### src/hw/rtl/sha256_pkg.sv
// ----------------------------------------------------------------------------
// sha256_pkg
// Shared types, constants and bit functions of the SHA-256 hash engine.
// ----------------------------------------------------------------------------
`default_nettype none

package sha256_pkg;

	typedef logic [31:0] word_t;

	localparam int unsigned WordCount   = 8;
	localparam int unsigned WindowDepth = 16;

	localparam logic       KindData   = 1'b0;
	localparam logic       KindFinish = 1'b1;

	localparam logic [7:0] PadMarker  = 8'h80;
	localparam logic [5:0] FillLast   = 6'd63;
	localparam logic [5:0] FillLenPos = 6'd56;
	localparam logic [5:0] FillPadMax = 6'd55;
	localparam logic [5:0] RoundLast  = 6'd63;
	localparam logic [2:0] WordLast   = 3'd7;

	localparam word_t InitWords [0:WordCount-1] = '{
		32'h6a09e667, 32'hbb67ae85, 32'h3c6ef372, 32'ha54ff53a,
		32'h510e527f, 32'h9b05688c, 32'h1f83d9ab, 32'h5be0cd19
	};

	localparam word_t RoundK [0:63] = '{
		32'h428a2f98, 32'h71374491, 32'hb5c0fbcf, 32'he9b5dba5,
		32'h3956c25b, 32'h59f111f1, 32'h923f82a4, 32'hab1c5ed5,
		32'hd807aa98, 32'h12835b01, 32'h243185be, 32'h550c7dc3,
		32'h72be5d74, 32'h80deb1fe, 32'h9bdc06a7, 32'hc19bf174,
		32'he49b69c1, 32'hefbe4786, 32'h0fc19dc6, 32'h240ca1cc,
		32'h2de92c6f, 32'h4a7484aa, 32'h5cb0a9dc, 32'h76f988da,
		32'h983e5152, 32'ha831c66d, 32'hb00327c8, 32'hbf597fc7,
		32'hc6e00bf3, 32'hd5a79147, 32'h06ca6351, 32'h14292967,
		32'h27b70a85, 32'h2e1b2138, 32'h4d2c6dfc, 32'h53380d13,
		32'h650a7354, 32'h766a0abb, 32'h81c2c92e, 32'h92722c85,
		32'ha2bfe8a1, 32'ha81a664b, 32'hc24b8b70, 32'hc76c51a3,
		32'hd192e819, 32'hd6990624, 32'hf40e3585, 32'h106aa070,
		32'h19a4c116, 32'h1e376c08, 32'h2748774c, 32'h34b0bcb5,
		32'h391c0cb3, 32'h4ed8aa4a, 32'h5b9cca4f, 32'h682e6ff3,
		32'h748f82ee, 32'h78a5636f, 32'h84c87814, 32'h8cc70208,
		32'h90befffa, 32'ha4506ceb, 32'hbef9a3f7, 32'hc67178f2
	};

	typedef enum logic [2:0] {
		ST_IDLE,
		ST_PAD,
		ST_COMP,
		ST_FOLD,
		ST_OUT
	} state_t;

	typedef struct packed {
		logic       load;
		logic       word_done;
		logic [7:0] byte_val;
		logic       step;
	} sched_ctrl_t;

	typedef struct packed {
		logic       start;
		logic       step;
		logic       fold;
		logic       reinit;
		logic [5:0] rnd;
	} rnd_ctrl_t;

	function automatic word_t big_sigma0(input word_t x);
		return {x[1:0], x[31:2]} ^ {x[12:0], x[31:13]} ^ {x[21:0], x[31:22]};
	endfunction

	function automatic word_t big_sigma1(input word_t x);
		return {x[5:0], x[31:6]} ^ {x[10:0], x[31:11]} ^ {x[24:0], x[31:25]};
	endfunction

	function automatic word_t small_sigma0(input word_t x);
		return {x[6:0], x[31:7]} ^ {x[17:0], x[31:18]} ^ {3'b000, x[31:3]};
	endfunction

	function automatic word_t small_sigma1(input word_t x);
		return {x[16:0], x[31:17]} ^ {x[18:0], x[31:19]} ^ {10'b0, x[31:10]};
	endfunction

endpackage

`default_nettype wire

### src/hw/rtl/sha256_sched.sv
// ----------------------------------------------------------------------------
// sha256_sched
// Message schedule: packs bytes into big-endian words, holds a sliding
// window of sixteen words and expands one new word per round.
// ----------------------------------------------------------------------------
`default_nettype none

module sha256_sched (
	input  wire                     clk,
	input  sha256_pkg::sched_ctrl_t ctrl,
	output sha256_pkg::word_t       w_cur
);

	logic [23:0]       acc_q;
	sha256_pkg::word_t win_q [0:sha256_pkg::WindowDepth-1];
	sha256_pkg::word_t w_next;

	assign w_cur  = win_q[0];
	assign w_next = sha256_pkg::small_sigma1(win_q[14]) + win_q[9]
		+ sha256_pkg::small_sigma0(win_q[1]) + win_q[0];

	always_ff @(posedge clk) begin
		if (ctrl.load) begin
			acc_q <= {acc_q[15:0], ctrl.byte_val};
		end
		if ((ctrl.load && ctrl.word_done) || ctrl.step) begin
			for (int i = 0; i < sha256_pkg::WindowDepth - 1; i++) begin
				win_q[i] <= win_q[i+1];
			end
			// new word enters at the tail: packed bytes on load, expansion on a round
			win_q[sha256_pkg::WindowDepth-1] <= ctrl.step ? w_next : {acc_q, ctrl.byte_val};
		end
	end

endmodule

`default_nettype wire

### src/hw/rtl/sha256_round.sv
// ----------------------------------------------------------------------------
// sha256_round
// Compression round unit: one round per cycle on the working variables,
// plus the chaining hash words and their fold after the last round.
// ----------------------------------------------------------------------------
`default_nettype none

module sha256_round (
	input  wire                     clk,
	input  wire                     arst_n,
	input  sha256_pkg::rnd_ctrl_t   ctrl,
	input  sha256_pkg::word_t       w_cur,
	input  wire [2:0]               sel,
	output sha256_pkg::word_t       hash_word
);

	sha256_pkg::word_t hash_q [0:sha256_pkg::WordCount-1];
	sha256_pkg::word_t v_q    [0:sha256_pkg::WordCount-1];
	sha256_pkg::word_t ch;
	sha256_pkg::word_t maj;
	sha256_pkg::word_t t1;
	sha256_pkg::word_t t2;

	assign ch  = (v_q[4] & v_q[5]) ^ (~v_q[4] & v_q[6]);
	assign maj = (v_q[0] & v_q[1]) ^ (v_q[0] & v_q[2]) ^ (v_q[1] & v_q[2]);
	assign t1  = v_q[7] + sha256_pkg::big_sigma1(v_q[4]) + ch
		+ sha256_pkg::RoundK[ctrl.rnd] + w_cur;
	assign t2  = sha256_pkg::big_sigma0(v_q[0]) + maj;

	assign hash_word = hash_q[sel];

	always_ff @(posedge clk or negedge arst_n) begin
		if (!arst_n) begin
			for (int i = 0; i < sha256_pkg::WordCount; i++) begin
				hash_q[i] <= sha256_pkg::InitWords[i];
			end
		end else if (ctrl.reinit) begin
			for (int i = 0; i < sha256_pkg::WordCount; i++) begin
				hash_q[i] <= sha256_pkg::InitWords[i];
			end
		end else if (ctrl.fold) begin
			for (int i = 0; i < sha256_pkg::WordCount; i++) begin
				hash_q[i] <= hash_q[i] + v_q[i];
			end
		end
	end

	always_ff @(posedge clk) begin
		if (ctrl.start) begin
			for (int i = 0; i < sha256_pkg::WordCount; i++) begin
				v_q[i] <= hash_q[i];
			end
		end else if (ctrl.step) begin
			v_q[7] <= v_q[6];
			v_q[6] <= v_q[5];
			v_q[5] <= v_q[4];
			v_q[4] <= v_q[3] + t1;
			v_q[3] <= v_q[2];
			v_q[2] <= v_q[1];
			v_q[1] <= v_q[0];
			v_q[0] <= t1 + t2;
		end
	end

endmodule

`default_nettype wire

### src/hw/rtl/sha256_hash_engine_unit.sv
// ----------------------------------------------------------------------------
// sha256_hash_engine_unit
// SHA-256 over a byte stream: byte loading, padding sequencer, one shared
// round unit and a word-serial digest output.
// ----------------------------------------------------------------------------
// Data byte: taken while idle; the 64th byte of a block starts the rounds
//   and then the fold, all through the single round unit.
// Finish: pad bytes up to the block end, a compression each time (one or
//   two), then eight digest words, one per cycle while digest_ready is high.
// Reset: hash words load the initial values, counters clear, block idle.
`default_nettype none

module sha256_hash_engine_unit (
	input  wire         clk,
	input  wire         arst_n,
	input  wire         req_valid,
	output logic        req_ready,
	input  wire         kind,
	input  wire  [7:0]  data_byte,
	output logic        digest_valid,
	input  wire         digest_ready,
	output logic [31:0] digest_word,
	output logic [2:0]  word_index,
	output logic        last
);

	sha256_pkg::state_t      state_q;
	sha256_pkg::state_t      state_d;
	sha256_pkg::sched_ctrl_t sc;
	sha256_pkg::rnd_ctrl_t   rc;
	sha256_pkg::word_t       w_cur;

	logic [5:0]  fill_q;
	logic [60:0] count_q;
	logic [5:0]  rnd_q;
	logic [2:0]  idx_q;
	logic        pad_q;
	logic        pad_first_q;
	logic        len_ok_q;
	logic        final_q;
	logic [63:0] total_bits;
	logic [7:0]  len_byte;
	logic [7:0]  pad_byte;
	logic        take_req;

	assign take_req   = req_valid && req_ready;
	assign total_bits = {count_q, 3'b000};

	always_comb begin
		case (fill_q[2:0])
			3'd0:    len_byte = total_bits[63:56];
			3'd1:    len_byte = total_bits[55:48];
			3'd2:    len_byte = total_bits[47:40];
			3'd3:    len_byte = total_bits[39:32];
			3'd4:    len_byte = total_bits[31:24];
			3'd5:    len_byte = total_bits[23:16];
			3'd6:    len_byte = total_bits[15:8];
			default: len_byte = total_bits[7:0];
		endcase
	end

	always_comb begin
		if (pad_first_q) begin
			pad_byte = sha256_pkg::PadMarker;
		end else if (len_ok_q && fill_q >= sha256_pkg::FillLenPos) begin
			pad_byte = len_byte;
		end else begin
			pad_byte = 8'h00;
		end
	end

	// next state
	always_comb begin
		state_d = state_q;
		unique case (state_q)
			sha256_pkg::ST_IDLE: begin
				if (req_valid) begin
					if (kind == sha256_pkg::KindFinish) begin
						state_d = sha256_pkg::ST_PAD;
					end else if (fill_q == sha256_pkg::FillLast) begin
						state_d = sha256_pkg::ST_COMP;
					end
				end
			end
			sha256_pkg::ST_PAD: begin
				if (fill_q == sha256_pkg::FillLast) begin
					state_d = sha256_pkg::ST_COMP;
				end
			end
			sha256_pkg::ST_COMP: begin
				if (rnd_q == sha256_pkg::RoundLast) begin
					state_d = sha256_pkg::ST_FOLD;
				end
			end
			sha256_pkg::ST_FOLD: begin
				if (!pad_q) begin
					state_d = sha256_pkg::ST_IDLE;
				end else if (final_q) begin
					state_d = sha256_pkg::ST_OUT;
				end else begin
					state_d = sha256_pkg::ST_PAD;
				end
			end
			sha256_pkg::ST_OUT: begin
				if (digest_ready && idx_q == sha256_pkg::WordLast) begin
					state_d = sha256_pkg::ST_IDLE;
				end
			end
			default: state_d = sha256_pkg::ST_IDLE;
		endcase
	end

	// outputs and unit controls
	always_comb begin
		req_ready    = (state_q == sha256_pkg::ST_IDLE);
		digest_valid = (state_q == sha256_pkg::ST_OUT);
		sc.load      = (state_q == sha256_pkg::ST_PAD)
			|| (take_req && kind == sha256_pkg::KindData);
		sc.byte_val  = (state_q == sha256_pkg::ST_PAD) ? pad_byte : data_byte;
		sc.word_done = (fill_q[1:0] == 2'b11);
		sc.step      = (state_q == sha256_pkg::ST_COMP);
		rc.start     = sc.load && fill_q == sha256_pkg::FillLast;
		rc.step      = (state_q == sha256_pkg::ST_COMP);
		rc.fold      = (state_q == sha256_pkg::ST_FOLD);
		rc.reinit    = digest_valid && digest_ready && idx_q == sha256_pkg::WordLast;
		rc.rnd       = rnd_q;
	end

	always_ff @(posedge clk or negedge arst_n) begin
		if (!arst_n) begin
			state_q     <= sha256_pkg::ST_IDLE;
			fill_q      <= '0;
			count_q     <= '0;
			rnd_q       <= '0;
			idx_q       <= '0;
			pad_q       <= 1'b0;
			pad_first_q <= 1'b0;
			len_ok_q    <= 1'b0;
			final_q     <= 1'b0;
		end else begin
			state_q <= state_d;
			if (sc.load) begin
				fill_q <= fill_q + 6'd1;
			end
			if (take_req && kind == sha256_pkg::KindData) begin
				count_q <= count_q + 61'd1;
			end
			if (take_req && kind == sha256_pkg::KindFinish) begin
				pad_q       <= 1'b1;
				pad_first_q <= 1'b1;
				len_ok_q    <= (fill_q <= sha256_pkg::FillPadMax);
			end
			if (state_q == sha256_pkg::ST_PAD) begin
				pad_first_q <= 1'b0;
				if (fill_q == sha256_pkg::FillLast) begin
					final_q <= len_ok_q;
				end
			end
			if (state_q == sha256_pkg::ST_COMP) begin
				rnd_q <= rnd_q + 6'd1;
			end
			if (state_q == sha256_pkg::ST_FOLD && pad_q) begin
				// overflow block done: the next block carries the length
				len_ok_q <= 1'b1;
				if (final_q) begin
					pad_q   <= 1'b0;
					final_q <= 1'b0;
				end
			end
			if (digest_valid && digest_ready) begin
				idx_q <= idx_q + 3'd1;
				if (idx_q == sha256_pkg::WordLast) begin
					count_q <= '0;
					fill_q  <= '0;
				end
			end
		end
	end

	assign word_index = idx_q;
	assign last       = (idx_q == sha256_pkg::WordLast);

	sha256_sched u_sched (
		.clk   (clk),
		.ctrl  (sc),
		.w_cur (w_cur)
	);

	sha256_round u_round (
		.clk       (clk),
		.arst_n    (arst_n),
		.ctrl      (rc),
		.w_cur     (w_cur),
		.sel       (idx_q),
		.hash_word (digest_word)
	);

endmodule

`default_nettype wire

### config.mk
export PLATFORM = sky130hd
export DESIGN_NAME = sha256_hash_engine_unit
export DESIGN_NICKNAME = d
export VERILOG_FILES = /design/src/hw/rtl/sha256_pkg.sv /design/src/hw/rtl/sha256_sched.sv /design/src/hw/rtl/sha256_round.sv /design/src/hw/rtl/sha256_hash_engine_unit.sv
export SDC_FILE = /design/constraint.sdc
export NUM_CORES = 2
export LEC_CHECK = 0
export BUFFER_PORTS_ARGS = -buffer_cell sky130_fd_sc_hd__buf_2
export CAP_MARGIN = 10
export CORE_MARGIN = 3
export CORE_UTILIZATION = 60
export DETAILED_ROUTE_END_ITERATION = 8
export PLACE_DENSITY = 0.83
export SLEW_MARGIN = 20
export SYNTH_ARGS = -nofsm -noshare
export SYNTH_HDL_FRONTEND = slang
export SYNTH_SLANG_ARGS = --single-unit
### constraint.sdc
create_clock -name clk -period 32.1 [get_ports clk]
set_clock_uncertainty 0.05 [all_clocks]
set_input_delay 6.42 -clock clk [delete_from_list [all_inputs] [get_ports clk]]
set_output_delay 6.42 -clock clk [all_outputs]
set_load 0.005 [all_outputs]
==> flow_metrics.py <==
metrics = {
    "clock_network": {
        "clock-sinks": 1131,
        "cts_root_buf": "clkbuf_16",
        "cts_tree": "built",
        "htreeDepth": 3,
        "post_cts_buffers": 0,
        "cts_resized": 0,
        "clock_path_buffers": 3,
        "clk_latency_ns": 0.76,
        "cts_buffers": 116,
        "cts_hold_buf": 0,
        "cts.clk_slew.worst_paths_ns": 0.06,
    },
    "place": {
        "place_worst_setup_slack_ns": 21.10,
        "place_inst": 7985,
        "port_buffers": 50,
        "dp_hpwl_microns": 150000,
        "routabilityCongestion": 1.04,
    },
    "final_layout": {
        "drive_gt1_share_pct": 8.94,
        "fillerInstances": 8655,
        "regArea_sq_mm": 0.0324,
        "nNetsFinal": 7200,
        "multiInputGateArea_sq_mm": 0.0352,
        "finalNonFillerCells": 8205,
        "area_growth_syn_to_layout_pct": 7.75,
    },
    "status": {
        "status": "complete, no violations",
    },
    "sta": {
        "period_share_pct": 34.4,
        "timing.hold.ws_ns": 0.340,
        "hold_violations": 0,
        "fmax_mhz": 90.5,
        "slew_viol_final": 0,
        "worst_slack_ns": 21.06,
        "fin_crit_ns": 11.04,
        "tns_ns": 0,
        "rsz0062_at_grt": "false",
        "slew_headroom_pct": 19.7,
        "worst_pin_slew_ns": 1.19,
        "setup_viol": 0,
    },
    "worst_setup_path": {
        "cp_slowest_cell": "dfrtp_1",
        "crit_start": "rnd_q[0]",
        "worst-path-stages": 37,
        "cp-start-kind": "register",
        "cp-end-kind": "register",
        "r2r_cells": 37,
        "reg2reg_to": "u_round.v_q[0][30]",
        "cp.arrival_ns": 11.42,
        "cp_slowest_stage_delay_ns": 0.83,
        "r2r_slack_ns": 21.06,
        "worstPathRequired_ns": 32.48,
        "r2r-start": "rnd_q[0]",
        "cp-endpoint": "u_round.v_q[0][30]",
        "cp.buffers_inverters": 5,
        "cp_common_cell": "fa_1",
        "path_max_fanout": 18,
        "setup.worst_path.class": "register to register",
        "crit_family": "compound AO/OA/AOI/OAI gates",
    },
    "logic_synthesis": {
        "ys_ff_latch": 1131,
        "yosysSeqAreaShare_pct": 46.3,
        "async_flop_share_pct": 30.0,
        "synth_area_sq_mm": 0.0700,
        "yosys_warnings": 0,
        "avgSynthCellArea_sq_um": 10.5,
        "synth_nets": 7285,
        "synth_cell_type_count": 100,
        "ys.flop_type": "edfxtp_1",
        "synth_edf_count": 792,
        "netlist_instances": 6676,
    },
    "drt": {
        "drt_iter0_drc": 7156,
        "wl_microns": 209000,
        "wl_per_cell_microns": 25.5,
        "antenna_left": 0,
        "drc": 0,
        "dr.pass1.iters": 6,
        "num_vias": 53465,
        "vias_per_cell": 6.52,
    },
    "floorplanning": {
        "rows": 124,
        "start_util_pct": 60.8,
        "die_x_microns": 348,
        "die_h_microns": 348,
        "io_pins": 51,
        "die-area_sq_mm": 0.121,
        "core_sq_mm": 0.115,
    },
    "global_route": {
        "grt_pass1_wl_microns": 316000,
        "grt_max_degree": 216,
        "antenna_found_initial": 7,
        "track_usage_pct": 34.3,
        "grt-ovfl-total": 0,
        "grt_pass1_vias": 51421,
    },
    "run": {
        "cap_violations": 0,
    },
    "hold_path": {
        "hp-start": "u_sched.win_q[0][103]",
        "hold_path_class": "register to register",
    },
}
placed cells by master (no fill, tap or decap), types with 42 or more instances in the layout:
cell type / synthesis / final
ha_1: 401 / 401
o21ai_0: 492 / 491
dfstp_2: 136 / 136
inv_1: 328 / 328
nor2b_1: 42 / 42
clkbuf_16: 0 / 116
fa_1: 195 / 195
mux2_2: 63 / 63
edfxtp_1: 792 / 792
nand2_1: 1009 / 1006
nand3_1: 158 / 157
o21a_1: 51 / 51
o21bai_1: 48 / 48
mux4_2: 69 / 69
nor3_1: 80 / 80
buf_2: 1 / 49
nor2_1: 376 / 375
dfrtp_1: 203 / 198
a21o_1: 193 / 193
nand2b_1: 78 / 78
a21oi_1: 451 / 451
xnor2_1: 367 / 367
xor2_1: 273 / 273
sequential cells by signal (all words and copies together) (netlist names):
name / cells
word_index: 3
final_q: 1
state_q: 3
count_q: 61
u_sched.win_q: 512
u_round.hash_q: 256
fill_q: 6
u_round.v_q: 256
pad_first_q: 1
len_ok_q: 1
rnd_q: 6
pad_q: 1
u_sched.acc_q: 24
through the flow:
stage | utilization [%] | area (sq um)
after global routing | 65.5 | 75400
after global placement | 62.1 | 71500
final | 65.5 | 75400
after CTS | 65.5 | 75400
after detailed placement | 62.1 | 71500
after floorplan | - | 70000
per-layer routing:
| layer | track usage [%] | part of all wire, % | vias up |
|---|---|---|---|
| met4 | 15.6 | 5.4 | 10 |
| met1 | 47.4 | 39 | 26161 |
| met5 | 0 | 0.032 | - |
| met2 | 51.3 | 44 | 3186 |
| met3 | 8.81 | 12 | 624 |
| li1 | - | - | 23484 |
kinds of logic after synthesis:
logic type | synth area share (%)
compound gates | 13.8
xor+xnor | 8.01
fa+ha+maj | 12.8
buf+inv | 3.42
flops | 46.3
mux | 3.48
simple gates | 12.1
final cells by class:
class                      instances  share of cell area [%]
timing repair buffer              95                   0.848
clock inverter                    65                    1.08
tap                             1512                    2.51
inverter                         334                    1.67
sequential                      1131                    43.0
multi-input combinational       4913                    46.7
clock buffer                     154                    4.17
antenna                            1                 0.00332
cells in the mapped netlist (11+ instances only):
| library cell | number | area share, % |
|---|---|---|
| nand2b_1 | 78 | 0.70 |
| o311ai_0 | 12 | 0.15 |
| a221oi_1 | 16 | 0.20 |
| mux4_2 | 69 | 2.2 |
| o21ai_1 | 27 | 0.19 |
| nand3_1 | 158 | 1.1 |
| inv_1 | 328 | 1.8 |
| a21o_1 | 193 | 2.1 |
| or3_1 | 38 | 0.34 |
| o21a_1 | 51 | 0.55 |
| mux2i_1 | 17 | 0.24 |
| dfstp_2 | 136 | 5.1 |
| o211ai_1 | 35 | 0.38 |
| dfrtp_1 | 203 | 7.3 |
| xor2_1 | 273 | 3.4 |
| o31ai_1 | 39 | 0.42 |
| buf_1 | 34 | 0.18 |
| ha_1 | 401 | 7.2 |
| and2_1 | 12 | 0.11 |
| edfxtp_1 | 792 | 34 |
| a21oi_1 | 451 | 3.2 |
| nor3_1 | 80 | 0.57 |
| nor2_1 | 376 | 2.0 |
| o21bai_1 | 48 | 0.51 |
| xnor2_1 | 367 | 4.6 |
| nand4_1 | 38 | 0.34 |
| a311oi_1 | 11 | 0.14 |
| nor2b_1 | 42 | 0.38 |
| nand2_1 | 1009 | 5.4 |
| and3_1 | 40 | 0.36 |
| a31oi_1 | 40 | 0.36 |
| mux2_2 | 63 | 1.0 |
| fa_1 | 195 | 5.6 |
| a211oi_1 | 36 | 0.39 |
| clkbuf_1 | 260 | 1.4 |
| o21ai_0 | 492 | 3.5 |
worst min-delay path by stage:
stage                                 end  slack, ns  cells after the start
floorplan           u_sched.win_q[0][100]       0.35                      0
global placement     u_sched.win_q[1][63]       0.35                      0
detailed placement  u_sched.win_q[0][136]       0.35                      0
CTS                  u_sched.win_q[0][71]       0.33                      0
global route         u_sched.win_q[0][71]       0.34                      0
finish               u_sched.win_q[0][71]       0.34                      0
Power is left out: the tool's default activity adds up to more than one toggle a clock period on the data nets, which glitch-free logic cannot reach.
